**src/hw/rtl/qph_pkg.sv**
```systemverilog
`default_nettype none

package qph_pkg;

    localparam int POS_OUT_W  = 32;
    localparam int SPEED_W    = 10;
    localparam int OFFSET_W   = 16;
    localparam int CFG_DATA_W = 16;
    localparam int CFG_IDX_W  = 1;

    localparam logic [SPEED_W-1:0]  HOME_SPEED_RST  = 10'd192;
    localparam logic [OFFSET_W-1:0] HOME_OFFSET_RST = 16'd44;

    localparam logic [CFG_IDX_W-1:0] CFG_HOME_SPEED  = 1'd0;
    localparam logic [CFG_IDX_W-1:0] CFG_HOME_OFFSET = 1'd1;

    typedef enum logic [1:0] {
        FUNC_TICK  = 2'd0,
        FUNC_HOME  = 2'd1,
        FUNC_DRIVE = 2'd2,
        FUNC_NONE  = 2'd3
    } func_t;

    typedef enum logic [1:0] {
        MODE_COAST = 2'd0,
        MODE_CW    = 2'd1,
        MODE_CCW   = 2'd2,
        MODE_BRAKE = 2'd3
    } mode_t;

    typedef enum logic [2:0] {
        STEP_IDLE = 3'd0,
        STEP_1    = 3'd1,
        STEP_2    = 3'd2,
        STEP_3    = 3'd3,
        STEP_4    = 3'd4,
        STEP_5    = 3'd5
    } step_t;

    typedef struct packed {
        logic [1:0]         func;
        logic               enc_a;
        logic               enc_b;
        logic               hall_outside;
        logic [1:0]         drive_cmd;
        logic [SPEED_W-1:0] speed;
    } in_item_t;

    typedef struct packed {
        logic [POS_OUT_W-1:0] position;
        mode_t                drive_mode;
        logic [SPEED_W-1:0]   duty;
        logic                 homing_busy;
        logic                 homed;
        logic                 quad_error;
    } res_item_t;

endpackage

`default_nettype wire

```
**src/hw/rtl/qph_if.sv**
```systemverilog
`default_nettype none

interface qph_in_if;
    logic       valid;
    logic       ready;
    logic [1:0] func;
    logic       enc_a;
    logic       enc_b;
    logic       hall_outside;
    logic [1:0] drive_cmd;
    logic [9:0] speed;

    modport source (
        output valid, func, enc_a, enc_b, hall_outside, drive_cmd, speed,
        input  ready
    );
    modport sink (
        input  valid, func, enc_a, enc_b, hall_outside, drive_cmd, speed,
        output ready
    );
endinterface

interface qph_out_if;
    logic        valid;
    logic        ready;
    logic [31:0] position;
    logic [1:0]  drive_mode;
    logic [9:0]  duty;
    logic        homing_busy;
    logic        homed;
    logic        quad_error;

    modport source (
        output valid, position, drive_mode, duty, homing_busy, homed, quad_error,
        input  ready
    );
    modport sink (
        input  valid, position, drive_mode, duty, homing_busy, homed, quad_error,
        output ready
    );
endinterface

`default_nettype wire

```
**src/hw/rtl/quadrature_position_homing.sv**
```systemverilog
// quadrature_position_homing
//
// in_ch carries one item per handshake (valid and ready high at a clock edge):
// a tick sample, a start-homing request or a drive command, always with the
// encoder and hall levels. out_ch returns exactly one result item per input
// item, in order: position, drive mode, duty and the homing/error flags.
// cfg_we/cfg_index/cfg_data write home_speed (index 0) and home_offset
// (index 1).
// An item is registered at the input and, once the output side has room,
// processed against the encoder and homing state into the output register,
// from which the result is taken. One item per cycle is taken for as long
// as the receiver keeps up; the state update is the combinational decode,
// edge-sum and position adjust path.
// When the receiver stalls, an output register plus a skid entry absorb two
// results; the input register holds a third, then in_ch.ready drops.
// rst_n (asynchronous, active low) clears the position, homing sequence,
// drive mode, duty and flags, sets home_speed to 192 and home_offset to 44,
// and empties the pipeline.
`default_nettype none

module quadrature_position_homing #(
    parameter int COUNT_WIDTH = 32
) (
    input  wire logic                           clk,
    input  wire logic                           rst_n,
    input  wire logic                           cfg_we,
    input  wire logic [qph_pkg::CFG_IDX_W-1:0]  cfg_index,
    input  wire logic [qph_pkg::CFG_DATA_W-1:0] cfg_data,
    qph_in_if.sink                              in_ch,
    qph_out_if.source                           out_ch
);

    localparam int SUM_W = COUNT_WIDTH + 2;

    // configuration
    logic [qph_pkg::SPEED_W-1:0]         home_speed_reg;
    logic signed [qph_pkg::OFFSET_W-1:0] home_offset_reg;

    always_ff @(posedge clk or negedge rst_n)
    begin
        if (!rst_n)
        begin
            home_speed_reg  <= qph_pkg::HOME_SPEED_RST;
            home_offset_reg <= qph_pkg::HOME_OFFSET_RST;
        end
        else if (cfg_we)
        begin
            case (cfg_index)
                qph_pkg::CFG_HOME_SPEED:
                    home_speed_reg <= cfg_data[qph_pkg::SPEED_W-1:0];
                qph_pkg::CFG_HOME_OFFSET:
                    home_offset_reg <= cfg_data[qph_pkg::OFFSET_W-1:0];
                default:
                    home_speed_reg <= home_speed_reg;
            endcase
        end
    end

    // input register
    logic              a_vld_reg;
    qph_pkg::in_item_t a_data_reg;
    logic              push;
    logic              pop;
    logic              in_take;
    logic              out_vld_reg;
    logic              skid_vld_reg;

    assign in_ch.ready = !a_vld_reg || push;
    assign in_take     = in_ch.valid && in_ch.ready;
    assign pop         = out_vld_reg && out_ch.ready;
    assign push        = a_vld_reg && (!skid_vld_reg || pop);

    always_ff @(posedge clk or negedge rst_n)
    begin
        if (!rst_n)
        begin
            a_vld_reg <= 1'b0;
        end
        else if (in_take)
        begin
            a_vld_reg <= 1'b1;
        end
        else if (push)
        begin
            a_vld_reg <= 1'b0;
        end
    end

    always_ff @(posedge clk)
    begin
        if (in_take)
        begin
            a_data_reg.func         <= in_ch.func;
            a_data_reg.enc_a        <= in_ch.enc_a;
            a_data_reg.enc_b        <= in_ch.enc_b;
            a_data_reg.hall_outside <= in_ch.hall_outside;
            a_data_reg.drive_cmd    <= in_ch.drive_cmd;
            a_data_reg.speed        <= in_ch.speed;
        end
    end

    // block state
    logic [COUNT_WIDTH-1:0]      pos_reg;
    logic [COUNT_WIDTH-1:0]      pos_next;
    logic signed [SUM_W-1:0]     sum_reg;
    logic signed [SUM_W-1:0]     sum_next;
    qph_pkg::step_t              step_reg;
    qph_pkg::step_t              step_next;
    qph_pkg::mode_t              mode_reg;
    qph_pkg::mode_t              mode_next;
    logic [qph_pkg::SPEED_W-1:0] duty_reg;
    logic [qph_pkg::SPEED_W-1:0] duty_next;
    logic                        last_a_reg;
    logic                        last_b_reg;
    logic                        homed_reg;
    logic                        homed_next;

    qph_pkg::func_t func_w;
    logic           hall_w;
    logic           ch_a;
    logic           ch_b;
    logic           qerr;
    logic           add_edge;
    logic           finish;

    logic [COUNT_WIDTH-1:0]      pos_dec;
    logic signed [SUM_W-1:0]     edge_val;
    logic signed [SUM_W-1:0]     sum_add;
    logic                        round_up;
    logic signed [SUM_W-1:0]     quarter;
    logic [COUNT_WIDTH-1:0]      off_ext;
    logic [COUNT_WIDTH-1:0]      pos_fin;
    logic signed [63:0]          pos_wide;

    assign func_w = qph_pkg::func_t'(a_data_reg.func);
    assign hall_w = a_data_reg.hall_outside;
    assign ch_a   = a_data_reg.enc_a != last_a_reg;
    assign ch_b   = a_data_reg.enc_b != last_b_reg;
    assign qerr   = ch_a && ch_b;

    // x4 decode
    always_comb
    begin
        pos_dec = pos_reg;
        if (ch_a && !ch_b)
        begin
            pos_dec = (a_data_reg.enc_a != a_data_reg.enc_b)
                    ? pos_reg + COUNT_WIDTH'(1) : pos_reg - COUNT_WIDTH'(1);
        end
        else if (ch_b && !ch_a)
        begin
            pos_dec = (a_data_reg.enc_a == a_data_reg.enc_b)
                    ? pos_reg + COUNT_WIDTH'(1) : pos_reg - COUNT_WIDTH'(1);
        end
    end

    // edge sum and average, truncated toward zero
    assign edge_val = SUM_W'(signed'(pos_dec));
    assign sum_add  = sum_reg + edge_val;
    assign round_up = sum_add[SUM_W-1] && (sum_add[1:0] != 2'b00);
    assign quarter  = sum_add >>> 2;
    assign off_ext  = COUNT_WIDTH'(home_offset_reg);
    assign pos_fin  = pos_dec - quarter[COUNT_WIDTH-1:0] - COUNT_WIDTH'(round_up) + off_ext;

    // homing sequencer: next step
    always_comb
    begin
        step_next = step_reg;
        case (func_w)
            qph_pkg::FUNC_TICK:
            begin
                case (step_reg)
                    qph_pkg::STEP_5: if (!hall_w) step_next = qph_pkg::STEP_4;
                    qph_pkg::STEP_4: if (hall_w)  step_next = qph_pkg::STEP_3;
                    qph_pkg::STEP_3: if (!hall_w) step_next = qph_pkg::STEP_2;
                    qph_pkg::STEP_2: if (hall_w)  step_next = qph_pkg::STEP_1;
                    qph_pkg::STEP_1: if (!hall_w) step_next = qph_pkg::STEP_IDLE;
                    default:         step_next = step_reg;
                endcase
            end
            qph_pkg::FUNC_HOME:
                step_next = hall_w ? qph_pkg::STEP_5 : qph_pkg::STEP_4;
            default:
                step_next = step_reg;
        endcase
    end

    // homing sequencer and drive: outputs
    always_comb
    begin
        add_edge   = 1'b0;
        finish     = 1'b0;
        mode_next  = mode_reg;
        duty_next  = duty_reg;
        sum_next   = sum_reg;
        case (func_w)
            qph_pkg::FUNC_TICK:
            begin
                case (step_reg)
                    qph_pkg::STEP_5:
                        if (!hall_w) mode_next = qph_pkg::MODE_CW;
                    qph_pkg::STEP_4, qph_pkg::STEP_2:
                        if (hall_w)
                        begin
                            add_edge  = 1'b1;
                            mode_next = qph_pkg::MODE_CCW;
                        end
                    qph_pkg::STEP_3:
                        if (!hall_w)
                        begin
                            add_edge  = 1'b1;
                            mode_next = qph_pkg::MODE_CW;
                        end
                    qph_pkg::STEP_1:
                        if (!hall_w)
                        begin
                            add_edge  = 1'b1;
                            finish    = 1'b1;
                            mode_next = qph_pkg::MODE_COAST;
                            duty_next = '0;
                        end
                    default:
                        mode_next = mode_reg;
                endcase
                if (add_edge)
                begin
                    sum_next = sum_add;
                end
            end
            qph_pkg::FUNC_HOME:
            begin
                mode_next = hall_w ? qph_pkg::MODE_CCW : qph_pkg::MODE_CW;
                duty_next = home_speed_reg;
                sum_next  = '0;
            end
            qph_pkg::FUNC_DRIVE:
            begin
                mode_next = qph_pkg::mode_t'(a_data_reg.drive_cmd);
                duty_next = (a_data_reg.drive_cmd == qph_pkg::MODE_COAST)
                          ? '0 : a_data_reg.speed;
            end
            default:
                mode_next = mode_reg;
        endcase
        pos_next   = finish ? pos_fin : pos_dec;
        homed_next = homed_reg || finish;
    end

    always_ff @(posedge clk or negedge rst_n)
    begin
        if (!rst_n)
        begin
            pos_reg    <= '0;
            sum_reg    <= '0;
            step_reg   <= qph_pkg::STEP_IDLE;
            mode_reg   <= qph_pkg::MODE_COAST;
            duty_reg   <= '0;
            last_a_reg <= 1'b0;
            last_b_reg <= 1'b0;
            homed_reg  <= 1'b0;
        end
        else if (push)
        begin
            pos_reg    <= pos_next;
            sum_reg    <= sum_next;
            step_reg   <= step_next;
            mode_reg   <= mode_next;
            duty_reg   <= duty_next;
            last_a_reg <= a_data_reg.enc_a;
            last_b_reg <= a_data_reg.enc_b;
            homed_reg  <= homed_next;
        end
    end

    // result item
    qph_pkg::res_item_t res_w;

    assign pos_wide = 64'(signed'(pos_next));

    always_comb
    begin
        res_w.position    = pos_wide[qph_pkg::POS_OUT_W-1:0];
        res_w.drive_mode  = mode_next;
        res_w.duty        = duty_next;
        res_w.homing_busy = step_next != qph_pkg::STEP_IDLE;
        res_w.homed       = homed_next;
        res_w.quad_error  = qerr;
    end

    // output register with skid entry
    qph_pkg::res_item_t out_data_reg;
    qph_pkg::res_item_t skid_data_reg;

    always_ff @(posedge clk or negedge rst_n)
    begin
        if (!rst_n)
        begin
            out_vld_reg  <= 1'b0;
            skid_vld_reg <= 1'b0;
        end
        else
        begin
            if (!out_vld_reg || pop)
            begin
                out_vld_reg <= skid_vld_reg || push;
            end
            if (skid_vld_reg)
            begin
                skid_vld_reg <= !pop || push;
            end
            else
            begin
                skid_vld_reg <= out_vld_reg && !pop && push;
            end
        end
    end

    always_ff @(posedge clk)
    begin
        if (skid_vld_reg)
        begin
            if (pop)
            begin
                out_data_reg <= skid_data_reg;
            end
            if (push)
            begin
                skid_data_reg <= res_w;
            end
        end
        else if (push)
        begin
            if (!out_vld_reg || pop)
            begin
                out_data_reg <= res_w;
            end
            else
            begin
                skid_data_reg <= res_w;
            end
        end
    end

    assign out_ch.valid       = out_vld_reg;
    assign out_ch.position    = out_data_reg.position;
    assign out_ch.drive_mode  = out_data_reg.drive_mode;
    assign out_ch.duty        = out_data_reg.duty;
    assign out_ch.homing_busy = out_data_reg.homing_busy;
    assign out_ch.homed       = out_data_reg.homed;
    assign out_ch.quad_error  = out_data_reg.quad_error;

    // checks
    a_skid_needs_out: assert property (@(posedge clk) disable iff (!rst_n)
        skid_vld_reg |-> out_vld_reg)
        else $error("skid entry held without output entry");

    a_home_clears_sum: assert property (@(posedge clk) disable iff (!rst_n)
        push && func_w == qph_pkg::FUNC_HOME |=> sum_reg == '0)
        else $error("edge sum not cleared on start homing");

    a_finish_ends: assert property (@(posedge clk) disable iff (!rst_n)
        push && finish |=> step_reg == qph_pkg::STEP_IDLE && homed_reg
            && mode_reg == qph_pkg::MODE_COAST && duty_reg == '0)
        else $error("homing end did not coast and set homed");

    a_homed_sticks: assert property (@(posedge clk) disable iff (!rst_n)
        !$fell(homed_reg))
        else $error("homed flag dropped");

endmodule

`default_nettype wire

```
**src/flat_wrapper.sv**
```systemverilog
// flat-port wrapper written by rule: the top's interface ports become plain ports
module quadrature_position_homing_flat 
#(
    parameter int COUNT_WIDTH = 32
)
  (clk, rst_n, cfg_we, cfg_index, cfg_data, in_ch_valid, in_ch_func, in_ch_enc_a, in_ch_enc_b, in_ch_hall_outside, in_ch_drive_cmd, in_ch_speed, in_ch_ready, out_ch_valid, out_ch_position, out_ch_drive_mode, out_ch_duty, out_ch_homing_busy, out_ch_homed, out_ch_quad_error, out_ch_ready);
  qph_in_if in_ch_i ();
  qph_out_if out_ch_i ();
  input  wire logic clk;
  input  wire logic rst_n;
  input  wire logic cfg_we;
  input  wire logic [qph_pkg::CFG_IDX_W-1:0] cfg_index;
  input  wire logic [qph_pkg::CFG_DATA_W-1:0] cfg_data;
  input wire logic [$bits(in_ch_i.valid)-1:0] in_ch_valid;
  input wire logic [$bits(in_ch_i.func)-1:0] in_ch_func;
  input wire logic [$bits(in_ch_i.enc_a)-1:0] in_ch_enc_a;
  input wire logic [$bits(in_ch_i.enc_b)-1:0] in_ch_enc_b;
  input wire logic [$bits(in_ch_i.hall_outside)-1:0] in_ch_hall_outside;
  input wire logic [$bits(in_ch_i.drive_cmd)-1:0] in_ch_drive_cmd;
  input wire logic [$bits(in_ch_i.speed)-1:0] in_ch_speed;
  output wire logic [$bits(in_ch_i.ready)-1:0] in_ch_ready;
  output wire logic [$bits(out_ch_i.valid)-1:0] out_ch_valid;
  output wire logic [$bits(out_ch_i.position)-1:0] out_ch_position;
  output wire logic [$bits(out_ch_i.drive_mode)-1:0] out_ch_drive_mode;
  output wire logic [$bits(out_ch_i.duty)-1:0] out_ch_duty;
  output wire logic [$bits(out_ch_i.homing_busy)-1:0] out_ch_homing_busy;
  output wire logic [$bits(out_ch_i.homed)-1:0] out_ch_homed;
  output wire logic [$bits(out_ch_i.quad_error)-1:0] out_ch_quad_error;
  input wire logic [$bits(out_ch_i.ready)-1:0] out_ch_ready;
  assign in_ch_i.valid = in_ch_valid;
  assign in_ch_i.func = in_ch_func;
  assign in_ch_i.enc_a = in_ch_enc_a;
  assign in_ch_i.enc_b = in_ch_enc_b;
  assign in_ch_i.hall_outside = in_ch_hall_outside;
  assign in_ch_i.drive_cmd = in_ch_drive_cmd;
  assign in_ch_i.speed = in_ch_speed;
  assign in_ch_ready = in_ch_i.ready;
  assign out_ch_valid = out_ch_i.valid;
  assign out_ch_position = out_ch_i.position;
  assign out_ch_drive_mode = out_ch_i.drive_mode;
  assign out_ch_duty = out_ch_i.duty;
  assign out_ch_homing_busy = out_ch_i.homing_busy;
  assign out_ch_homed = out_ch_i.homed;
  assign out_ch_quad_error = out_ch_i.quad_error;
  assign out_ch_i.ready = out_ch_ready;
  quadrature_position_homing #(.COUNT_WIDTH(COUNT_WIDTH)) u_core (.clk(clk), .rst_n(rst_n), .cfg_we(cfg_we), .cfg_index(cfg_index), .cfg_data(cfg_data), .in_ch(in_ch_i), .out_ch(out_ch_i));
endmodule
```
**config.mk**
```make
export PLATFORM = sky130hd
export DESIGN_NAME = quadrature_position_homing_flat
export DESIGN_NICKNAME = d
export VERILOG_FILES = /design/src/hw/rtl/qph_pkg.sv /design/src/hw/rtl/qph_if.sv /design/src/hw/rtl/quadrature_position_homing.sv /design/src/flat_wrapper.sv
export SDC_FILE = /design/constraint.sdc
export NUM_CORES = 1
export LEC_CHECK = 0
export BUFFER_PORTS_ARGS = -buffer_cell sky130_fd_sc_hd__buf_4
export CAP_MARGIN = 0
export CORE_MARGIN = 2
export CORE_UTILIZATION = 55
export DETAILED_ROUTE_END_ITERATION = 7
export PLACE_DENSITY = 0.71
export SLEW_MARGIN = 15
export SYNTH_ARGS = -nofsm -noshare
export SYNTH_HDL_FRONTEND = slang
export SYNTH_SLANG_ARGS = --single-unit
```
**constraint.sdc**
```tcl
create_clock -name clk -period 10.2 [get_ports clk]
set_clock_uncertainty 0.05 [all_clocks]
set_input_delay 1.53 -clock clk [delete_from_list [all_inputs] [get_ports clk]]
set_output_delay 1.53 -clock clk [all_outputs]
set_load 0.01 [all_outputs]
```
### Yosys cells after proc, flatten, opt, wreduce, memory -nomap -nowiden

Index checks and enable logic that the tools add are counted.

* input bits: 39
* register bits: 224

* equal/unequal tests: 14
* add/sub/neg operators: 6
* reduce and logical (&&, ||, !) cells: 37
* mux-type cells: 42
* bitwise gates (word level): 1

Operator list (count)
* $mux W47: 8
* $mux W32: 5
* $pmux W34 S2: 1
* $add A34 B32 Y34: 1
* $mux W34: 1
* $add A32 B1 Y32 const B: 1
* $add A32 B32 Y32: 1
* $sub A32 B1 Y32: 1
* $sub A32 B1 Y32 const B: 1
* $sub A32 B32 Y32: 1
* $mux W10: 3
* $pmux W10 S3: 1
* $mux W3: 5
* $pmux W3 S5: 1
* $pmux W2 S3: 2
* $reduce_bool A2 Y1: 5
* $logic_and A1 B1 Y1: 9
* $mux W1: 9
* $mux W2: 4
* $eq A3 B2 Y1 const B: 2
* $eq A3 B3 Y1 const B: 2
* $logic_not A1 Y1: 6
* $logic_or A1 B1 Y1: 6
* $ne A2 B1 Y1 const B: 3
* 13 further kinds: 21

### Longest topological paths before layout

Gate-level depths: netlist of the first run.

* word-level depth: 14
* gate-level depth with buffers: 34
* depth with buffers taken out: 34

### Worst setup path before layout of the first run

No wires, ideal clock.

* kind: reg-to-reg
* from: register u_core.pos_reg[12]
* to: register u_core.out_data_reg (netlist bit u_core.out_ch.position[30]) (data pin)
* arrival: 7.782 ns
* path buffers: 0
* slack: 2.109 ns
* cell stages (with the launch flop): 32
* period minus slack after synthesis: 8.091 ns
* required time: 9.891 ns
* library setup time: 0.259 ns
* path through: dfrtp_1 -> or4_4 -> and4b_1 -> nand3_2 -> or4_1 -> a221o_1 -> xor2_1 -> clkinv_1 -> ha_1 -> nand2_1 -> o211ai_1 -> a211oi_1 -> a21oi_1 -> nor3_1 -> a211o_1 -> xnor2_1 -> xnor2_1 -> a21oi_1 -> fa_1 -> inv_1 -> fa_1 -> ha_1 -> fa_1 -> a211oi_1 -> o21ai_1 -> a21oi_1 -> o21a_1 -> o21a_1 -> o21ai_0 -> a2111oi_1 -> o41ai_2 -> o31a_1

* word-level cells in the longest chain between the ends: 12
* elaborated cells between the ends (all ways): 15
* classes of those cells: add/sub: 6; mux: 8; reduce/logical: 1

RTL lines
* start, declared: RTL line quadrature_position_homing.sv:103 `logic [COUNT_WIDTH-1:0] pos_reg;`
* start signal, assigned: RTL line quadrature_position_homing.sv:264 `pos_reg <= pos_next;`
* $sub A32 B1 Y32 or $add A32 B1 Y32 (tied branches): RTL line quadrature_position_homing.sv:148, quadrature_position_homing.sv:153
* $mux W32: RTL line quadrature_position_homing.sv:153 `? pos_reg + COUNT_WIDTH'(1) : pos_reg - COUNT_WIDTH'(1);`
* $mux W32: RTL line quadrature_position_homing.sv:150 `else if (ch_b && !ch_a)`
* $mux W32 (*): RTL line quadrature_position_homing.sv:145 `if (ch_a && !ch_b)`
* $add A34 B32 Y34: RTL line quadrature_position_homing.sv:159 `assign sum_add = sum_reg + edge_val;`
* $sub A32 B32 Y32 or $logic_and A1 B1 Y1 (tied branches): RTL line quadrature_position_homing.sv:163, quadrature_position_homing.sv:160
* $sub A32 B1 Y32: RTL line quadrature_position_homing.sv:163 `assign pos_fin = pos_dec - quarter[COUNT_WIDTH-1:0] - COUNT_WIDTH'(round_up) + off_ext;`
* $add A32 B32 Y32: RTL line quadrature_position_homing.sv:163
* $mux W32 (*): RTL line quadrature_position_homing.sv:245 `pos_next = finish ? pos_fin : pos_dec;`
* $mux W47 (*): RTL line quadrature_position_homing.sv:333 `if (!out_vld_reg || pop)`
* $mux W47 (*): RTL line quadrature_position_homing.sv:331 `else if (push)`
* $mux W47 (*): RTL line quadrature_position_homing.sv:320 `if (skid_vld_reg)`
* end signal, assigned: RTL line quadrature_position_homing.sv:324 `out_data_reg <= skid_data_reg;`
* end signal, assigned: RTL line quadrature_position_homing.sv:335 `out_data_reg <= res_w;`
* end, declared: RTL line quadrature_position_homing.sv:291 `qph_pkg::res_item_t out_data_reg;`

Mark *: on every way between the ends. The rest lies on a longest branch, timed or not. The select of a mux whose other input is x is not followed.
A chain may end at the register's enable or synchronous reset.

### Worst setup path in the final report of the first run

Same ends and word-level chain as after synthesis.

==> flow_summary.toml, run 1 <==
[run_status]
status = "complete, no violations"

[critical_path]
critPathArrivalTime_ns = 9.86
endpoint_kind = "flip-flop"
timing.rr.start = "u_core.pos_reg[12]"
start_kind = "flip-flop"
crit_type = "reg2reg"
cp.required_ns = 10.43
slowest_delay_ns = 0.71
crit_path_max_fanout = 5
critPathSlowestCell = "a2111oi_1"
crit_start = "u_core.pos_reg[12]"

[sta]
finalMaxSlewViolations = 0
hold_violations = 0
fin_setup_tns_ns = 0
setup_viol = 0
rsz0062_at_grt = "no"
max_clock_freq_ghz = 0.104
tightest_slew_ns = 0.997
final.min_clock_period_ns = 9.62
maxSlewHeadroom_pct = 33.4
period_share_pct = 94.4

[cells_and_area]
largest_reg_flops = 47
diodes = 0
layout-drive-gt1-share_pct = 16.8
nets = 1716
area_delta_synth_final_pct = 11.8

[worst_hold_path]
hp-class = "reg2reg"
min_from = "u_core.homed_reg"

[logic_synthesis]
synth_top_cell_area_share_pct = 22.3
synth_edf_count = 111
synth_cell_types = 83
syn-instance-count = 1482
synth-warning-count = 0
synth_top_cells_by_area = "edfxtp_1 22%, dfrtp_1 18%, ha_1 8.0%"
async_flop_share_pct = 50.4
avgSynthCellArea_um2 = 10.1
synth_seq_cells = 224
ys_seq_area_share_pct = 41.2
synth_nets = 1650
synth_ff_type = "edfxtp_1"
netlist_area_um2 = 15000
synth_common_cells = "143 x nand2_1, 124 x inv_1, 111 x edfxtp_1, 108 x dfrtp_1, 96 x ha_1"
netlist.top_cell.by_area = "edfxtp_1"
yosysMostFrequentCell = "nand2_1"

[die]
dieArea_um2 = 28500
die_width_um = 169
core_um2 = 26800
rows = 60
ios = 88
start_util_pct = 55.8
die_y_um = 169

[cts]
cts_max_level = 1
cts_tree = "yes"
clock-root-buffer = "clkbuf_16"
cts_resized = 0
hold_buffers = 0
clockBufferDepth = 3
cts_buffers = 25
clk_pin_slew_ns = 0.06
cts_setup_buffers = 0
cts_sinks = 224
insertion_delay_ns = 0.54

[placed_design]
port_buffers = 87
gp_congestion = 0.885
dp_hpwl_um = 26600

[global_routing]
grt_max_degree = 69
antenna_found_initial = 0
first_global_vias = 11300
grt_pass1_wl_um = 59200
grt-ovfl-total = 0
gr-usage-all-layers_pct = 26.0

[routing]
ant_nets = 0
drtPass1Iterations = 6
wl_per_cell_um = 19.2
wirelength_um = 36700
via_count = 11500
drcViolationCount = 0
routed_via_density = 6.04
first_iter_violations = 1049

[run]
cap_violations = 0
[stage by stage]
| stage | area, µm² | setup slack, ns | util [%] | instances | hold WS (ns) |
|---|---|---|---|---|---|
| after detailed placement | 15900 | 0.695 | 59.4 | 1862 | 0.394 |
| after global placement | 15900 | 0.922 | 59.4 | 1862 | 0.392 |
| after floorplan | 15000 | 2.11 | - | 1482 | 0.375 |
| final | 16700 | 0.576 | 62.4 | 1908 | 0.433 |
| after CTS | 16700 | 0.598 | 62.4 | 1908 | 0.428 |
| after global routing | 16700 | 0.00668 | 62.4 | 1908 | 0.470 |
[per-layer routing]
layer	routed length, µm	global-route usage (%)	part of all wire (%)
met2	17000	42.7	46
met1	16800	36.8	46
met3	2020	2.90	5.5
met4	883	6.93	2.4
met5	0	0	0
[layout make-up]
| class | count | area [µm²] |
|---|---|---|
| multi-input cells | 1070 | 8100 |
| well taps | 341 | 427 |
| clock inverters | 14 | 141 |
| clock buffers | 32 | 652 |
| inverters | 125 | 469 |
| repair buffers | 102 | 766 |
| fillers | 2191 | 10100 |
| flip-flops and latches | 224 | 6170 |
[worst paths after layout]
check,slack [ns],depth (start not counted),to
max,0.58,31,u_core.out_ch.position[30]
min,0.43,1,u_core.homed_reg
max reg2reg,0.58,31,u_core.out_ch.position[30]
min reg2reg,0.43,1,u_core.homed_reg
max in group asynchronous,7.66,2,u_core.skid_vld_reg
min in group asynchronous,0.95,1,u_core.home_offset_reg[12]
[cell usage in the layout (no fill, tap or decap), types with 7 or more instances in the layout]
cell type    n
a21oi_1     82
and3_1       9
clkbuf_16   25
o21a_1      11
or2_2        9
nor3_1      22
o21bai_1     7
a22o_1      28
xnor2_1     63
inv_1      124
o211ai_1    10
mux2_2      88
nand2b_1    15
nand2_1    143
dfrtp_1    107
a211oi_1    16
edfxtp_1   111
fa_1        33
a21o_1      20
buf_4      102
or4_1        7
clkbuf_1     7
o22ai_1     12
xor2_1      28
a22oi_1     13
and2_1       9
nand4_1     22
nor2_1      81
nor2b_1     12
nand3_1     23
o21ai_0     84
ha_1        96
a31oi_1     17
[logic make-up after synthesis]
kind of cell / count (synthesis) / synth area share [%]
multiplexers: 94 / 7.03
flip-flops: 224 / 41.2
adder cells (fa/ha/maj): 129 / 12.4
AO/OA/AOI/OAI: 363 / 16.0
AND/OR/NAND/NOR: 389 / 12.6
buffers and inverters: 188 / 4.79
XOR/XNOR: 95 / 5.81
[critical path: cells and delay by family, from the launching register on]
| family | cells | cell delay, ns |
|---|---|---|
| adders and majority gates | 5 | 2.04 |
| AOI/OAI and AO/OA | 15 | 4.18 |
| xor gates and xnor gates | 3 | 0.76 |
| DFF | 1 | 0.43 |
| buffers and inverters | 2 | 0.27 |
| and+or+nand+nor | 6 | 1.65 |
Power of run 1 is left out: the tool's default activity adds up to more than one toggle a clock period on the data nets, which glitch-free logic cannot reach.
==> run 2: changes to the inputs <==
Settings changed: ABC_AREA from default to 1.
==> flow_summary.toml, run 2 <==
[logic_synthesis]
netlist.top_cell.by_area = "edfxtp_1"
synth-warning-count = 0
synth_nets = 2533
yosysMostFrequentCell = "nand2_1"
synth_top_cell_area_share_pct = 19.1
synth_seq_cells = 224
synth_top_cells_by_area = "edfxtp_1 19%, dfrtp_1 15%, nand2_1 15%"
netlist_area_um2 = 17500
async_flop_share_pct = 50.4
synth_edf_count = 111
syn-instance-count = 2365
ys_seq_area_share_pct = 35.3
synth_cell_types = 62
synth_common_cells = "707 x nand2_1, 316 x inv_1, 204 x nand3_1, 183 x nor2_1, 128 x o21ai_0"
avgSynthCellArea_um2 = 7.38
synth_ff_type = "edfxtp_1"

[critical_path]
endpoint_kind = "flip-flop"
start_kind = "flip-flop"
reg2reg_slack_ns = 2.46
crit_path_max_fanout = 30
crit_type = "reg2reg"
rr_worst_depth = 34
critPathArrivalTime_ns = 8.12
timing.rr.start = "u_core.a_data_reg[14]"
critPathSlowestCell = "o21ai_4"
cp.required_ns = 10.57
slowest_delay_ns = 0.51
crit_top_cell = "nand2_1"
crit_start = "u_core.a_data_reg[14]"

[routing]
drtPass1Iterations = 6
wl_per_cell_um = 19.6
via_count = 16400
wirelength_um = 55800
first_iter_violations = 1344
drcViolationCount = 0
ant_nets = 0
routed_via_density = 5.74

[global_routing]
grt_pass1_wl_um = 87400
grt-ovfl-total = 0
grt_max_degree = 71
first_global_vias = 16100
gr-usage-all-layers_pct = 34.0
antenna_found_initial = 0

[sta]
rsz0062_at_grt = "no"
period_share_pct = 75.9
maxSlewHeadroom_pct = 37.3
setup_viol = 0
finalMaxSlewViolations = 0
max_clock_freq_ghz = 0.129
tightest_slew_ns = 0.939
final.min_clock_period_ns = 7.74
fin_setup_tns_ns = 0
hold_violations = 0

[cts]
cts_setup_buffers = 0
clockBufferDepth = 3
clk_pin_slew_ns = 0.06
hold_buffers = 0
cts_resized = 0
cts_buffers = 26
cts_sinks = 224
clock-root-buffer = "clkbuf_16"
insertion_delay_ns = 0.56
cts_tree = "yes"
cts_max_level = 1

[die]
core_um2 = 31400
start_util_pct = 55.6
dieArea_um2 = 33200
ios = 88
die_width_um = 182
rows = 65
die_y_um = 182

[placed_design]
port_buffers = 87
dp_hpwl_um = 43200
gp_congestion = 1.01

[run]
cap_violations = 0

[cells_and_area]
nets = 2598
layout_commonest_cell = "nand2_1"
final_cell_mix = "707 x nand2_1, 316 x inv_1, 204 x nand3_1, 181 x nor2_1, 128 x o21ai_0"
layout-drive-gt1-share_pct = 10.3
largest_reg_flops = 47
diodes = 0
area_delta_synth_final_pct = 10.6

[worst_hold_path]
hp-class = "reg2reg"
min_from = "u_core.home_speed_reg[4]"
hold_depth = 2

[run_status]
status = "complete, no violations"
==> run 2: path summary, 6_finish.rpt <==
kind,to
setup / recovery,u_core.out_ch.position[21]
hold / removal,u_core.home_speed_reg[4]
setup reg to reg,u_core.out_ch.position[21]
hold reg to reg,u_core.home_speed_reg[4]
max in group asynchronous,u_core.skid_vld_reg
min in group asynchronous,u_core.home_speed_reg[5]
==> run 2: cell type report <==
cell class | instances | area [µm²]
Sequential cell | 224 | 6170
Timing Repair Buffer | 97 | 728
Clock inverter | 20 | 244
Tap cell | 402 | 503
Multi-Input combinational cell | 1749 | 9750
Inverter | 332 | 1250
Fill cell | 2921 | 12100
Clock buffer | 28 | 668
==> run 2: metal layers <==
layer / wire length, µm / vias up / GRT usage (%) / part of all wire [%]
met5: 0 / - / 0 / 0
met4: 2580 / 0 / 13.9 / 4.6
met3: 3980 / 139 / 4.69 / 7.1
met2: 25500 / 662 / 56.0 / 46
met1: 23800 / 7737 / 45.5 / 43
li1: - / 7831 / - / -
==> run 2: kinds of logic after synthesis <==
| family | synth area share (%) |
|---|---|
| buffers and inverters | 8.98 |
| and+or+nand+nor | 30.5 |
| AOI/OAI and AO/OA | 11.1 |
| DFF | 35.3 |
| adders and majority gates | 10.7 |
| xor gates and xnor gates | 2.89 |
| muxes | 0.516 |
==> run 2: metrics by stage <==
| stage | hold WS [ns] | setup WS (ns) | utilization, % | instances | instance area [µm²] |
|---|---|---|---|---|---|
| 3_3_place_gp | 0.401 | 2.72 | 58.6 | 2804 | 18400 |
| 2_1_floorplan | 0.389 | 4.41 | - | 2365 | 17500 |
| 5_1_grt | 0.455 | 1.88 | 61.5 | 2852 | 19300 |
| 4_1_cts | 0.443 | 2.67 | 61.5 | 2852 | 19300 |
| 3_5_place_dp | 0.428 | 2.70 | 58.6 | 2804 | 18400 |
| 6_report | 0.440 | 2.46 | 61.5 | 2852 | 19300 |
==> run 2: critical path: cells and delay by family (launching register included) <==
| kind | cells | cell delay (ns) |
|---|---|---|
| adder cells (fa/ha/maj) | 4 | 1.44 |
| AND/OR/NAND/NOR | 17 | 2.60 |
| AO/OA/AOI/OAI | 7 | 1.96 |
| buffers and inverters | 6 | 1.07 |
| flip-flops | 1 | 0.44 |
Power of run 2 is left out for the same reason.
==> run 3: changes to the inputs <==
Settings changed: PLACE_DENSITY 0.71 to 0.74.
Clock period 10.2 ns to 6.95 ns, I/O delays scaled along.
==> flow_summary.toml, run 3 (same netlist as run 2, synthesis figures left out) <==
[run_status]
status = "complete, no violations"

[die]
ios = 88
die_width_um = 182
core_um2 = 31400
dieArea_um2 = 33200
start_util_pct = 55.6
die_y_um = 182
rows = 65

[placed_design]
place_ws_ns = -0.0525
place_area_um2 = 19700
dp.cells = 2974
dp_hpwl_um = 47400
gp_congestion = 1.05
port_buffers = 87

[sta]
final.min_clock_period_ns = 6.62
hold_violations = 0
period_share_pct = 95.3
max_clock_freq_ghz = 0.151
finalMaxSlewViolations = 0
maxSlewHeadroom_pct = 36.2
tightest_slew_ns = 0.957
setup_slack_ns = 0.328
setup_viol = 0

[critical_path]
timing.rr.start = "u_core.a_data_reg[14]"
crit_type = "reg2reg"
start_kind = "flip-flop"
rr_worst_depth = 38
crit_end = "u_core.out_ch.position[20]"
crit_path_max_fanout = 9
critPathSlowestCell = "fa_1"
endpoint_kind = "flip-flop"
cp.required_ns = 7.20
crit_start = "u_core.a_data_reg[14]"
reg2reg_slack_ns = 0.33
crit_top_cell = "nand2_1"
slowest_delay_ns = 0.49
rr_endpoint = "u_core.out_ch.position[20]"
critPathArrivalTime_ns = 6.88

[cells_and_area]
layout_commonest_cell = "nand2_1"
final_cell_mix = "699 x nand2_1, 315 x inv_1, 270 x buf_4, 199 x nand3_1, 161 x nor2_1"
diodes = 0
final_cells = 3027
largest_reg_flops = 47
fillCellCount = 2710
nets = 2773
design_area_um2 = 20900
area_delta_synth_final_pct = 19.5
layout-drive-gt1-share_pct = 18.4

[global_routing]
first_global_vias = 16900
grt_max_degree = 71
grt-ovfl-total = 0
gr-usage-all-layers_pct = 36.2
grt_pass1_wl_um = 92800
antenna_found_initial = 0

[routing]
ant_nets = 0
routed_via_density = 5.70
wl_per_cell_um = 19.9
wirelength_um = 60400
via_count = 17200
drcViolationCount = 0
drtPass1Iterations = 6
first_iter_violations = 1516

[cts]
cts_max_level = 1
clockBufferDepth = 3
cts_sinks = 224
clock-root-buffer = "clkbuf_16"
cts_buffers = 26
cts_tree = "yes"
clk_pin_slew_ns = 0.06
insertion_delay_ns = 0.56
hold_buffers = 0

[worst_hold_path]
hp-class = "reg2reg"

[run]
cap_violations = 0
run 3: worst min path at each step:
stage	start	endpoint	slack, ns	cells past startpoint
final	u_core.sum_reg[28]	u_core.sum_reg[28]	0.44	2
after global routing	u_core.sum_reg[26]	u_core.sum_reg[26]	0.46	2
after CTS	u_core.sum_reg[28]	u_core.sum_reg[28]	0.44	2
after detailed placement	u_core.sum_reg[28]	u_core.sum_reg[28]	0.42	2
after global placement	u_core.homed_reg	u_core.homed_reg	0.41	2
after floorplan	u_core.homed_reg	u_core.homed_reg	0.39	2
run 3: critical path: cells and delay by family (launching register included):
| family | cells | cell delay [ns] |
|---|---|---|
| xor gates and xnor gates | 1 | 0.22 |
| AOI/OAI and AO/OA | 7 | 0.88 |
| adders and majority gates | 5 | 1.90 |
| DFF | 1 | 0.48 |
| buffers and inverters | 8 | 0.99 |
| and+or+nand+nor | 17 | 1.85 |
run 3: layout make-up:
class / instances / area [µm²] / area share (%)
clock buffer: 33 / 697 / 3.34
timing repair buffer: 272 / 2070 / 9.91
multi-input combinational: 1749 / 10000 / 48.1
tap: 402 / 503 / 2.41
sequential: 224 / 6180 / 29.6
inverter: 332 / 1250 / 6.00
clock inverter: 15 / 138 / 0.660
run 3: per-stage QoR:
step | utilization (%) | setup TNS, ns | hold slack [ns]
final | 66.5 | 0 | 0.435
after floorplan | - | 0 | 0.389
after detailed placement | 62.7 | -0.152 | 0.423
after CTS | 65.4 | 0 | 0.438
after global routing | 66.5 | -0.432 | 0.456
after global placement | 62.7 | 0 | 0.407
run 3: what timing repair did:
action / in CTS / in global routing
setup buffers: 0 / 5
cloned: 0 / 0
gates resized for setup: 3 / 84
endpoints found under the setup margin: 9 / 80
pin swaps: 0 / 7
run 3: per-layer routing:
layer / track usage, % / wire, µm / up-vias
met5: 0 / 0 / -
met4: 15.2 / 2960 / 0
met3: 5.41 / 4840 / 152
met2: 59.6 / 27500 / 770
met1: 48.1 / 25100 / 8131
li1: - / - / 8192
Power of run 3 is left out for the same reason.
